==> src/rtl/shared_exclusive_lock_table_unit_assert.svh <==
// assertion macros shared by the lock table modules
`ifndef SHARED_EXCLUSIVE_LOCK_TABLE_UNIT_ASSERT_SVH
`define SHARED_EXCLUSIVE_LOCK_TABLE_UNIT_ASSERT_SVH

// clocked assertion, off while reset is asserted
`define SELT_ASSERT(label, prop, msg) \
    label: assert property (@(posedge i_clk) disable iff (!i_rst_n) (prop)) \
        else $error(msg);

// clocked assertion that is also checked during reset
`define SELT_ASSERT_ALWAYS(label, prop, msg) \
    label: assert property (@(posedge i_clk) (prop)) else $error(msg);

`endif

==> src/rtl/selt_pkg.sv <==
`timescale 1ns / 1ps
package selt_pkg;

    localparam logic [1:0] ACT_ACQUIRE = 2'd0;
    localparam logic [1:0] ACT_RELEASE = 2'd1;
    localparam logic [1:0] ACT_QUERY   = 2'd2;
    localparam logic [1:0] ACT_NONE    = 2'd3;

    localparam logic [1:0] ST_OK      = 2'd0;
    localparam logic [1:0] ST_BLOCKED = 2'd1;
    localparam logic [1:0] ST_TFULL   = 2'd2;
    localparam logic [1:0] ST_HFULL   = 2'd3;

    localparam int IN_BYTES  = 7;
    localparam int OUT_BYTES = 3;

    typedef enum logic [3:0] {
        S_IDLE,
        S_FIND,
        S_SCAN,
        S_SCHK,
        S_ADEC,
        S_ANEW,
        S_RESP,
        S_QRD,
        S_QOUT,
        S_RENT,
        S_RSCAN,
        S_RCHK,
        S_RFIN
    } t_state;

    typedef struct packed {
        logic latch;
        logic find;
        logic use_i;
        logic i_clr;
        logic i_inc;
        logic j_clr;
        logic j_inc;
        logic rd;
        logic chk;
        logic shift;
        logic acq_dec;
        logic acq_new;
        logic rel_fin;
        logic out_load;
        logic out_hold;
    } t_cmd;

    typedef struct packed {
        logic [1:0] act;
        logic       hit;
        logic       j_lt;
        logic       i_done;
        logic       used_i;
        logic       out_free;
        logic       q_last;
    } t_sts;

endpackage

==> src/rtl/shared_exclusive_lock_table_unit.sv <==
`timescale 1ns / 1ps
// channel   dir  tdata (low bit up)                        tuser    tlast
// s_*       in   txn_id[15:0] record_key[47:16] mode[48]   action   -
// m_*       out  status[1:0] holder_valid[2] holder_txn    -        last
//
// acquire: looks up the key, then scans the holders of a present key or allocates a new entry
// release: walks every table entry, scanning and shifting the holders of each used entry
// query: streams each holder of a present key from the holder ram
// reset is synchronous; no input is taken while a word is in work
// a stalled output holds the controller until the waiting word is taken
module shared_exclusive_lock_table_unit import selt_pkg::*; #(
    parameter int TABLE_ENTRIES = 16,
    parameter int MAX_HOLDERS   = 8,
    parameter int KEY_BITS      = 32,
    parameter int TXN_BITS      = 16
) (
    input  logic                   i_clk,
    input  logic                   i_rst_n,
    input  logic                   s_tvalid,
    output logic                   s_tready,
    input  logic [8*IN_BYTES-1:0]  s_tdata,  // txn_id, record_key, lock_mode
    input  logic [1:0]             s_tuser,  // action
    output logic                   m_tvalid,
    input  logic                   m_tready,
    output logic [8*OUT_BYTES-1:0] m_tdata,  // status, holder_valid, holder_txn
    output logic                   m_tlast
);

    t_cmd cmd;
    t_sts sts;

    selt_ctrl u_ctrl (
        .i_clk     (i_clk),
        .i_rst_n   (i_rst_n),
        .i_in_valid(s_tvalid),
        .o_in_ready(s_tready),
        .i_sts     (sts),
        .o_cmd     (cmd)
    );

    selt_datapath #(
        .TABLE_ENTRIES(TABLE_ENTRIES),
        .MAX_HOLDERS  (MAX_HOLDERS),
        .KEY_BITS     (KEY_BITS),
        .TXN_BITS     (TXN_BITS)
    ) u_dp (
        .i_clk      (i_clk),
        .i_rst_n    (i_rst_n),
        .i_cmd      (cmd),
        .o_sts      (sts),
        .i_act      (s_tuser),
        .i_txn      (s_tdata[15:0]),
        .i_key      (s_tdata[47:16]),
        .i_mode     (s_tdata[48]),
        .i_out_ready(m_tready),
        .o_out_valid(m_tvalid),
        .o_out_data (m_tdata),
        .o_out_last (m_tlast)
    );

endmodule

==> src/rtl/selt_ram.sv <==
`timescale 1ns / 1ps
module selt_ram #(
    parameter int WIDTH = 16,
    parameter int DEPTH = 128
) (
    input  logic                     i_clk,
    input  logic                     i_we,
    input  logic [$clog2(DEPTH)-1:0] i_waddr,
    input  logic [WIDTH-1:0]         i_wdata,
    input  logic                     i_re,
    input  logic [$clog2(DEPTH)-1:0] i_raddr,
    output logic [WIDTH-1:0]         o_rdata
);

    logic [WIDTH-1:0] r_mem [DEPTH];
    logic [WIDTH-1:0] r_rdata;

    always_ff @(posedge i_clk) begin
        if (i_we) begin
            r_mem[i_waddr] <= i_wdata;
        end
        if (i_re) begin
            r_rdata <= r_mem[i_raddr];
        end
    end

    assign o_rdata = r_rdata;

endmodule

==> src/rtl/selt_datapath.sv <==
`timescale 1ns / 1ps
module selt_datapath import selt_pkg::*; #(
    parameter int TABLE_ENTRIES = 16,
    parameter int MAX_HOLDERS   = 8,
    parameter int KEY_BITS      = 32,
    parameter int TXN_BITS      = 16
) (
    input  logic                  i_clk,
    input  logic                  i_rst_n,
    input  t_cmd                  i_cmd,
    output t_sts                  o_sts,
    input  logic [1:0]            i_act,
    input  logic [15:0]           i_txn,
    input  logic [31:0]           i_key,
    input  logic                  i_mode,
    input  logic                  i_out_ready,
    output logic                  o_out_valid,
    output logic [8*OUT_BYTES-1:0] o_out_data,
    output logic                  o_out_last
);

    `include "shared_exclusive_lock_table_unit_assert.svh"

    localparam int TW = (TXN_BITS < 16) ? TXN_BITS : 16;
    localparam int KW = (KEY_BITS < 32) ? KEY_BITS : 32;
    localparam int EB = $clog2(TABLE_ENTRIES);
    localparam int CW = $clog2(MAX_HOLDERS + 1);
    localparam int HB = (MAX_HOLDERS > 1) ? $clog2(MAX_HOLDERS) : 1;
    localparam int AW = EB + HB;
    localparam int DEPTH = TABLE_ENTRIES << HB;

    logic [1:0]    r_act;
    logic [TW-1:0] r_txn;
    logic [KW-1:0] r_key;
    logic          r_mode;

    logic          r_used [TABLE_ENTRIES];
    logic [KW-1:0] r_ekey [TABLE_ENTRIES];
    logic          r_excl [TABLE_ENTRIES];
    logic [CW-1:0] r_cnt  [TABLE_ENTRIES];

    logic [EB-1:0] r_e;
    logic [EB-1:0] r_free;
    logic          r_free_ok;
    logic [EB:0]   r_i;
    logic [CW-1:0] r_j;
    logic          r_found;
    logic [1:0]    r_status;

    logic                  r_out_valid;
    logic [8*OUT_BYTES-1:0] r_out_data;
    logic                  r_out_last;

    logic          hit;
    logic [EB-1:0] hit_idx;
    logic          free_ok;
    logic [EB-1:0] free_idx;
    logic [EB-1:0] sel_e;
    logic [CW-1:0] cnt_sel;
    logic [CW-1:0] jm1;
    logic [TW-1:0] rd_q;
    logic          we;
    logic [AW-1:0] waddr;
    logic [TW-1:0] wdata;
    logic [1:0]    dec_status;
    logic          dec_append;
    logic          out_free;

    always_comb begin
        hit      = 1'b0;
        hit_idx  = '0;
        free_ok  = 1'b0;
        free_idx = '0;
        for (int k = TABLE_ENTRIES - 1; k >= 0; k--) begin
            if (r_used[k] && r_ekey[k] == r_key) begin
                hit     = 1'b1;
                hit_idx = EB'(k);
            end
            if (!r_used[k]) begin
                free_ok  = 1'b1;
                free_idx = EB'(k);
            end
        end
    end

    assign sel_e    = i_cmd.use_i ? r_i[EB-1:0] : r_e;
    assign cnt_sel  = r_cnt[sel_e];
    assign jm1      = r_j - 1'b1;
    assign out_free = !r_out_valid || i_out_ready;

    always_comb begin
        dec_append = 1'b0;
        if (r_found && (r_excl[r_e] || !r_mode)) begin
            dec_status = ST_OK;
        end else if (r_excl[r_e] || r_mode) begin
            dec_status = ST_BLOCKED;
        end else if (r_cnt[r_e] >= CW'(MAX_HOLDERS)) begin
            dec_status = ST_HFULL;
        end else begin
            dec_status = ST_OK;
            dec_append = 1'b1;
        end
    end

    always_comb begin
        we    = 1'b0;
        waddr = {r_e, r_cnt[r_e][HB-1:0]};
        wdata = r_txn;
        if (i_cmd.acq_dec && dec_append) begin
            we = 1'b1;
        end else if (i_cmd.acq_new && r_free_ok) begin
            we    = 1'b1;
            waddr = {r_free, {HB{1'b0}}};
        end else if (i_cmd.shift && r_found) begin
            we    = 1'b1;
            waddr = {r_i[EB-1:0], jm1[HB-1:0]};
            wdata = rd_q;
        end
    end

    selt_ram #(
        .WIDTH(TW),
        .DEPTH(DEPTH)
    ) u_holders (
        .i_clk  (i_clk),
        .i_we   (we),
        .i_waddr(waddr),
        .i_wdata(wdata),
        .i_re   (i_cmd.rd),
        .i_raddr({sel_e, r_j[HB-1:0]}),
        .o_rdata(rd_q)
    );

    always_ff @(posedge i_clk) begin
        if (i_cmd.latch) begin
            r_act  <= i_act;
            r_txn  <= i_txn[TW-1:0];
            r_key  <= i_key[KW-1:0];
            r_mode <= i_mode;
        end
        if (i_cmd.find) begin
            r_e       <= hit_idx;
            r_free    <= free_idx;
            r_free_ok <= free_ok;
        end
        if (i_cmd.acq_new && r_free_ok) begin
            r_ekey[r_free] <= r_key;
            r_excl[r_free] <= r_mode;
        end
        if (i_cmd.i_clr) begin
            r_i <= '0;
        end else if (i_cmd.i_inc) begin
            r_i <= r_i + 1'b1;
        end
        if (i_cmd.find || i_cmd.j_clr) begin
            r_j <= '0;
        end else if (i_cmd.j_inc) begin
            r_j <= r_j + 1'b1;
        end
        if (i_cmd.out_load) begin
            r_out_last <= i_cmd.out_hold ? o_sts.q_last : 1'b1;
            r_out_data <= '0;
            if (i_cmd.out_hold) begin
                r_out_data[18:0] <= {16'(rd_q), 1'b1, ST_OK};
            end else begin
                r_out_data[1:0] <= r_status;
            end
        end
    end

    always_ff @(posedge i_clk) begin
        if (!i_rst_n) begin
            r_found     <= 1'b0;
            r_status    <= ST_OK;
            r_out_valid <= 1'b0;
            for (int k = 0; k < TABLE_ENTRIES; k++) begin
                r_used[k] <= 1'b0;
                r_cnt[k]  <= '0;
            end
        end else begin
            if (i_cmd.latch) begin
                r_status <= ST_OK;
            end
            if (i_cmd.find || i_cmd.j_clr) begin
                r_found <= 1'b0;
            end else if (i_cmd.chk && rd_q == r_txn) begin
                r_found <= 1'b1;
            end
            if (i_cmd.acq_dec) begin
                r_status <= dec_status;
                if (dec_append) begin
                    r_cnt[r_e] <= r_cnt[r_e] + 1'b1;
                end
            end
            if (i_cmd.acq_new) begin
                if (r_free_ok) begin
                    r_used[r_free] <= 1'b1;
                    r_cnt[r_free]  <= CW'(1);
                end else begin
                    r_status <= ST_TFULL;
                end
            end
            if (i_cmd.rel_fin && r_found) begin
                r_cnt[r_i[EB-1:0]] <= r_cnt[r_i[EB-1:0]] - 1'b1;
                if (r_cnt[r_i[EB-1:0]] == CW'(1)) begin
                    r_used[r_i[EB-1:0]] <= 1'b0;
                end
            end
            if (i_cmd.out_load) begin
                r_out_valid <= 1'b1;
            end else if (i_out_ready) begin
                r_out_valid <= 1'b0;
            end
        end
    end

    assign o_sts.act      = r_act;
    assign o_sts.hit      = hit;
    assign o_sts.j_lt     = r_j < cnt_sel;
    assign o_sts.i_done   = r_i == (EB + 1)'(TABLE_ENTRIES);
    assign o_sts.used_i   = r_used[r_i[EB-1:0]];
    assign o_sts.out_free = out_free;
    assign o_sts.q_last   = ({1'b0, r_j} + 1'b1) == {1'b0, cnt_sel};

    assign o_out_valid = r_out_valid;
    assign o_out_data  = r_out_data;
    assign o_out_last  = r_out_last;

    `SELT_ASSERT(a_load_free, i_cmd.out_load |-> out_free, "result loaded over a waiting word")
    `SELT_ASSERT(a_rd_in_list, i_cmd.rd |-> o_sts.j_lt, "holder read beyond list end")
    `SELT_ASSERT(a_out_held, r_out_valid && !i_out_ready |=> r_out_valid && $stable(r_out_data),
        "waiting result changed")

endmodule

==> src/rtl/selt_ctrl.sv <==
`timescale 1ns / 1ps
module selt_ctrl import selt_pkg::*; (
    input  logic i_clk,
    input  logic i_rst_n,
    input  logic i_in_valid,
    output logic o_in_ready,
    input  t_sts i_sts,
    output t_cmd o_cmd
);

    `include "shared_exclusive_lock_table_unit_assert.svh"

    t_state r_state;
    t_state n_state;

    always_ff @(posedge i_clk) begin
        if (!i_rst_n) begin
            r_state <= S_IDLE;
        end else begin
            r_state <= n_state;
        end
    end

    always_comb begin
        n_state = r_state;
        unique case (r_state)
            S_IDLE: if (i_in_valid) n_state = S_FIND;
            S_FIND: begin
                case (i_sts.act)
                    ACT_ACQUIRE: n_state = i_sts.hit ? S_SCAN : S_ANEW;
                    ACT_RELEASE: n_state = S_RENT;
                    ACT_QUERY:   n_state = i_sts.hit ? S_QRD : S_RESP;
                    default:     n_state = S_IDLE;
                endcase
            end
            S_SCAN:  n_state = i_sts.j_lt ? S_SCHK : S_ADEC;
            S_SCHK:  n_state = S_SCAN;
            S_ADEC:  n_state = S_RESP;
            S_ANEW:  n_state = S_RESP;
            S_RESP:  if (i_sts.out_free) n_state = S_IDLE;
            S_QRD:   n_state = S_QOUT;
            S_QOUT: begin
                if (i_sts.out_free) n_state = i_sts.q_last ? S_IDLE : S_QRD;
            end
            S_RENT: begin
                if (i_sts.i_done) begin
                    n_state = S_RESP;
                end else if (i_sts.used_i) begin
                    n_state = S_RSCAN;
                end
            end
            S_RSCAN: n_state = i_sts.j_lt ? S_RCHK : S_RFIN;
            S_RCHK:  n_state = S_RSCAN;
            S_RFIN:  n_state = S_RENT;
            default: n_state = S_IDLE;
        endcase
    end

    always_comb begin
        o_cmd      = '0;
        o_in_ready = 1'b0;
        unique case (r_state)
            S_IDLE: begin
                o_in_ready  = 1'b1;
                o_cmd.latch = i_in_valid;
            end
            S_FIND: begin
                o_cmd.find  = 1'b1;
                o_cmd.i_clr = 1'b1;
            end
            S_SCAN:  o_cmd.rd = i_sts.j_lt;
            S_SCHK: begin
                o_cmd.chk   = 1'b1;
                o_cmd.j_inc = 1'b1;
            end
            S_ADEC:  o_cmd.acq_dec = 1'b1;
            S_ANEW:  o_cmd.acq_new = 1'b1;
            S_RESP:  o_cmd.out_load = i_sts.out_free;
            S_QRD:   o_cmd.rd = 1'b1;
            S_QOUT: begin
                o_cmd.out_load = i_sts.out_free;
                o_cmd.out_hold = 1'b1;
                o_cmd.j_inc    = i_sts.out_free;
            end
            S_RENT: begin
                o_cmd.use_i = 1'b1;
                o_cmd.j_clr = !i_sts.i_done && i_sts.used_i;
                o_cmd.i_inc = !i_sts.i_done && !i_sts.used_i;
            end
            S_RSCAN: begin
                o_cmd.use_i = 1'b1;
                o_cmd.rd    = i_sts.j_lt;
            end
            S_RCHK: begin
                o_cmd.use_i = 1'b1;
                o_cmd.chk   = 1'b1;
                o_cmd.shift = 1'b1;
                o_cmd.j_inc = 1'b1;
            end
            S_RFIN: begin
                o_cmd.use_i   = 1'b1;
                o_cmd.rel_fin = 1'b1;
                o_cmd.i_inc   = 1'b1;
            end
            default: ;
        endcase
    end

    `SELT_ASSERT(a_ready_idle, o_in_ready |-> r_state == S_IDLE, "input taken while busy")
    `SELT_ASSERT(a_accept_find, i_in_valid && o_in_ready |=> r_state == S_FIND,
        "accepted word not looked up")
    `SELT_ASSERT_ALWAYS(a_reset_idle, !i_rst_n |=> r_state == S_IDLE, "reset left controller busy")

endmodule
==> config.mk <==
export PLATFORM = sky130hd
export DESIGN_NAME = shared_exclusive_lock_table_unit
export DESIGN_NICKNAME = d
export VERILOG_FILES = /design/src/rtl/selt_pkg.sv /design/src/rtl/shared_exclusive_lock_table_unit.sv /design/src/rtl/selt_ram.sv /design/src/rtl/selt_datapath.sv /design/src/rtl/selt_ctrl.sv
export VERILOG_INCLUDE_DIRS = /design/src /design/src/rtl
export SDC_FILE = /design/constraint.sdc
export NUM_CORES = 2
export LEC_CHECK = 0
export ABC_CLOCK_PERIOD_IN_PS = 5930
export CAP_MARGIN = 15
export CORE_MARGIN = 3
export CORE_UTILIZATION = 63
export DETAILED_ROUTE_END_ITERATION = 8
export DONT_BUFFER_PORTS = 1
export PLACE_DENSITY = 0.83
export SLEW_MARGIN = 30
export SYNTH_ARGS = -nofsm -noshare
export SYNTH_HDL_FRONTEND = slang
export SYNTH_SLANG_ARGS = --single-unit
export TNS_END_PERCENT = 5
==> constraint.sdc <==
create_clock -name i_clk -period 5.93 [get_ports i_clk]
set_clock_uncertainty 0.2 [all_clocks]
set_input_delay 0.593 -clock i_clk [delete_from_list [all_inputs] [get_ports i_clk]]
set_output_delay 0.593 -clock i_clk [all_outputs]
set_load 0.03 [all_outputs]
==> impl_results.md <==
- Starting Density: 63.53%
- Syn Inst Count: 5529
- RSZ-0062 raised after global routing: false
- Cells after DPL: 7843
- Final nets: just under 6000
- Crit-path max FO: 16
- Worst Path Arrival: around 6.1 ns
- NetSw: ~16 mW
- Seq cells post-synth: 2773
- Slew @ Worst Pin: 1.111 ns
- Area leader, netlist: edfxtp_1
- Post-detailed-route DRC marker count: 0
- Crit-path most repeated cell: buf_4
- Post-synth EDFFs: between 2000 and 3000
- Slowest CP cell: edfxtp_1
- Initial DRC count: ~11000
- Period Utilization, post-route: a little over nine tenths
- Worst-Skew Late Latency: between 0.9 and 1 ns
- Worst hold margin: between 0.08 and 0.09 ns
- TritonCTS Buffers: about 280
- DR vias: 61810
- Internal Power: around 37 mW
- Setup_tns: 0 ns
- Post-CTS setup buffer count: 0
- Total Routing Usage GR: a little over a third
- Area grow syn2layout: 12.41%
- Fin util: 71.42%
- Vias per Instance: between 7 and 8
- Number of placement rows: 153
- Die height: around 430 um
- Synth warn: 0
- First-pass GRT wire length: ~440000 um
- H-tree depth: 5
- Synth Flop Type: edfxtp_1
- Crit-path cells: buf_4 -> mux4_2 -> mux4_2 -> nor3_1 -> nand2b_1 -> nand3_1 -> buf_4 -> nor2_1 -> buf_4
- Post-synth top cells: edfxtp_1, mux4_2, nand2_1, xnor2_1, nor2_1
- Crit path largest cell delay: ~0.87 ns
- Crit path required time: between 6 and 7 ns
- Final min period: 5.727 ns
- Total core area: about 170000 um^2
- Crit path kind: flip-flop to flip-flop
- Final Non-Filler Cells: between 8000 and 9000
- Top delay family on crit path: simple AND/OR/NAND/NOR gates
- Slew Limit Fails: 0
- Maximum root-to-sink buffer count: 4
- Synth unique cells: 68
- Largest net degree at the start of global routing: 110
- Sink Count: ~2800
- Clk pwr share: roughly a third
- Hold Path Class: primary input to flip-flop
- ANT nets after route: 0
- Final Hold Vio Count: 0
- Flop pwr share: 45.3%
- Highest Clock Rate: 174.6 MHz
- Leakage power: about 39 nW
- Final Setup Violations: 0
- CP startpoint kind: flip-flop
- Total gr overflow: 0
- Root Driver: clkbuf_16
- Cell Area, Synth: 110700 um^2
- Vias in the first global route: between 60000 and 70000
- CTS tree: built
- PD cells: between 400 and 500 nW/um^2
- Die width: approximately 430 um
- Count leader, synth: edfxtp_1
- # Max-Cap Violations: 0
- Die area: 180700 um^2
- I/O Pins: 89
- Share of cells above drive strength 1: a little under a quarter
- Sw Ratio: 29.88%
- Slew Limit Headroom: about a quarter
- Post-synthesis async set-or-reset flop share: 0%
- Synthesized area per cell: 20.02 um^2
- VDD IR max: slightly below 0.4 mV
- Initial antenna violation count: 28
- Top post-synthesis cells by area: edfxtp_1, mux4_2, xnor2_1
- Seq/Total Area, Yosys: 74.90%
- Setup crit end kind: flip-flop
- Wirelength per Cell: roughly 39 um
- Comb pwr share: 21.9%
- PortBufs: 0
- Initial DRT Pass Iterations: 9
- Worst path bufs/invs: 3
- Hpwl dp: about 160000 um
- Gpl congestion: 0.9138
- Synth top area share: 74.23%
- Clk slew on worst S/H paths: about 0.07 ns
- Status: completed
- Total wire length: between 300000 and 400000 um
power groups by stage:
stage                     combinational [mW]  sequential (mW)  clock (mW)
final                                   11.5             23.8        17.3
after global routing                    11.9             23.8        17.9
after CTS                               10.8             23.8        17.1
after detailed placement                10.4             24.2           0
after global placement                  9.95             24.2           0
after floorplan                         6.90             23.9           0
logic make-up (layout without fill, tap and decap cells):
group / after synthesis / in the layout / share of synthesized area [%]
flops: 2773 / 2773 / 74.90
simple gates: 993 / 993 / 4.175
mux: 720 / 720 / 14.33
xor+xnor: 539 / 539 / 4.265
buf+inv: 329 / 854 / 1.214
compound gates: 163 / 163 / 0.9824
fa+ha+maj: 11 / 11 / 0.1244
other cells: 1 / 15 / 0.003388
cells in the final DEF, fill, tap and decap left out, types with 79 or more instances in the layout:
cell and n:
edfxtp_1 2736, xor2_1 254, nand3_1 140, mux4_2 690, xnor2_1 285, nand2_1 300
nor2_1 256, buf_4 262, clkbuf_16 286, nand4_1 79
stage by stage:
step                area [um^2]  power (mW)  setup slack (ns)
finish                   124400       52.65            0.2033
global route             124400       53.66            0.1954
CTS                      124100       51.69            0.6292
detailed placement       115000       34.60            0.7078
global placement         114900       34.17            0.7908
floorplan                110700       30.80             1.607
what timing repair did:
item,4_1_cts,5_1_grt
hold buffers,56,1
endpoints found under the setup margin,0,0
gates resized for setup,0,0
endpoints found under the hold margin,139,12
sequential cells by signal, summed over array words and instances (netlist names), 4 cells and up, named ones only:
name / count
u_dp.r_free: 4
u_dp.r_excl: 16
u_dp.r_e: 4
u_dp.r_ekey: 512
u_ctrl.r_state: 4
u_dp.r_i: 5
u_dp.u_holders.r_mem: 2048
u_dp.o_out_data: 19
u_dp.r_cnt: 64
u_dp.r_key: 32
u_dp.r_used: 16
u_dp.r_txn: 16
u_dp.u_holders.o_rdata: 16
u_dp.r_j: 4
area by class of cell:
class / count / area [um^2]
diodes: 10 / 25.02
repair buffers: 350 / 3184
well taps: 2325 / 2909
clock inverters: 138 / 1122
inverters: 30 / 112.6
clock buffers: 336 / 7355
multi-input cells: 2431 / 26790
flip-flops and latches: 2773 / 82910
fillers: 9192 / 49790
final timing paths:
path / cells after the start / startpoint / endpoint / slack [ns]
setup / recovery: 9 / u_dp.r_e[0]$_SDFFCE_PP0P_ / u_dp.u_holders.r_mem[109][12]$_DFFE_PP_ / 0.20
hold / removal: 1 / s_tdata[10] / u_dp.r_txn[10]$_DFFE_PP_ / 0.09
setup reg to reg: 9 / u_dp.r_e[0]$_SDFFCE_PP0P_ / u_dp.u_holders.r_mem[109][12]$_DFFE_PP_ / 0.20
hold reg to reg: 2 / u_dp.r_i[4]$_SDFFE_PP0P_ / u_dp.r_i[4]$_SDFFE_PP0P_ / 0.30
worst register-to-register path: stages, from the launching register on:
cell      delay (ns)
edfxtp_1        0.87
buf_4           0.31
mux4_2          0.52
mux4_2          0.58
nor3_1          0.30
nand2b_1        0.68
nand3_1         0.84
buf_4           0.49
nor2_1          0.25
buf_4           0.35
metal layers:
layer | GRT usage (%) | share of wire [%] | up-vias
met5 | 0.2957 | 0.097 | -
met4 | 19.56 | 7.8 | 36
met3 | 9.070 | 13 | 1567
met2 | 56.06 | 48 | 6355
met1 | 43.89 | 31 | 30990
li1 | - | - | 22860
No activity file was read; power rests on OpenSTA's default activity.
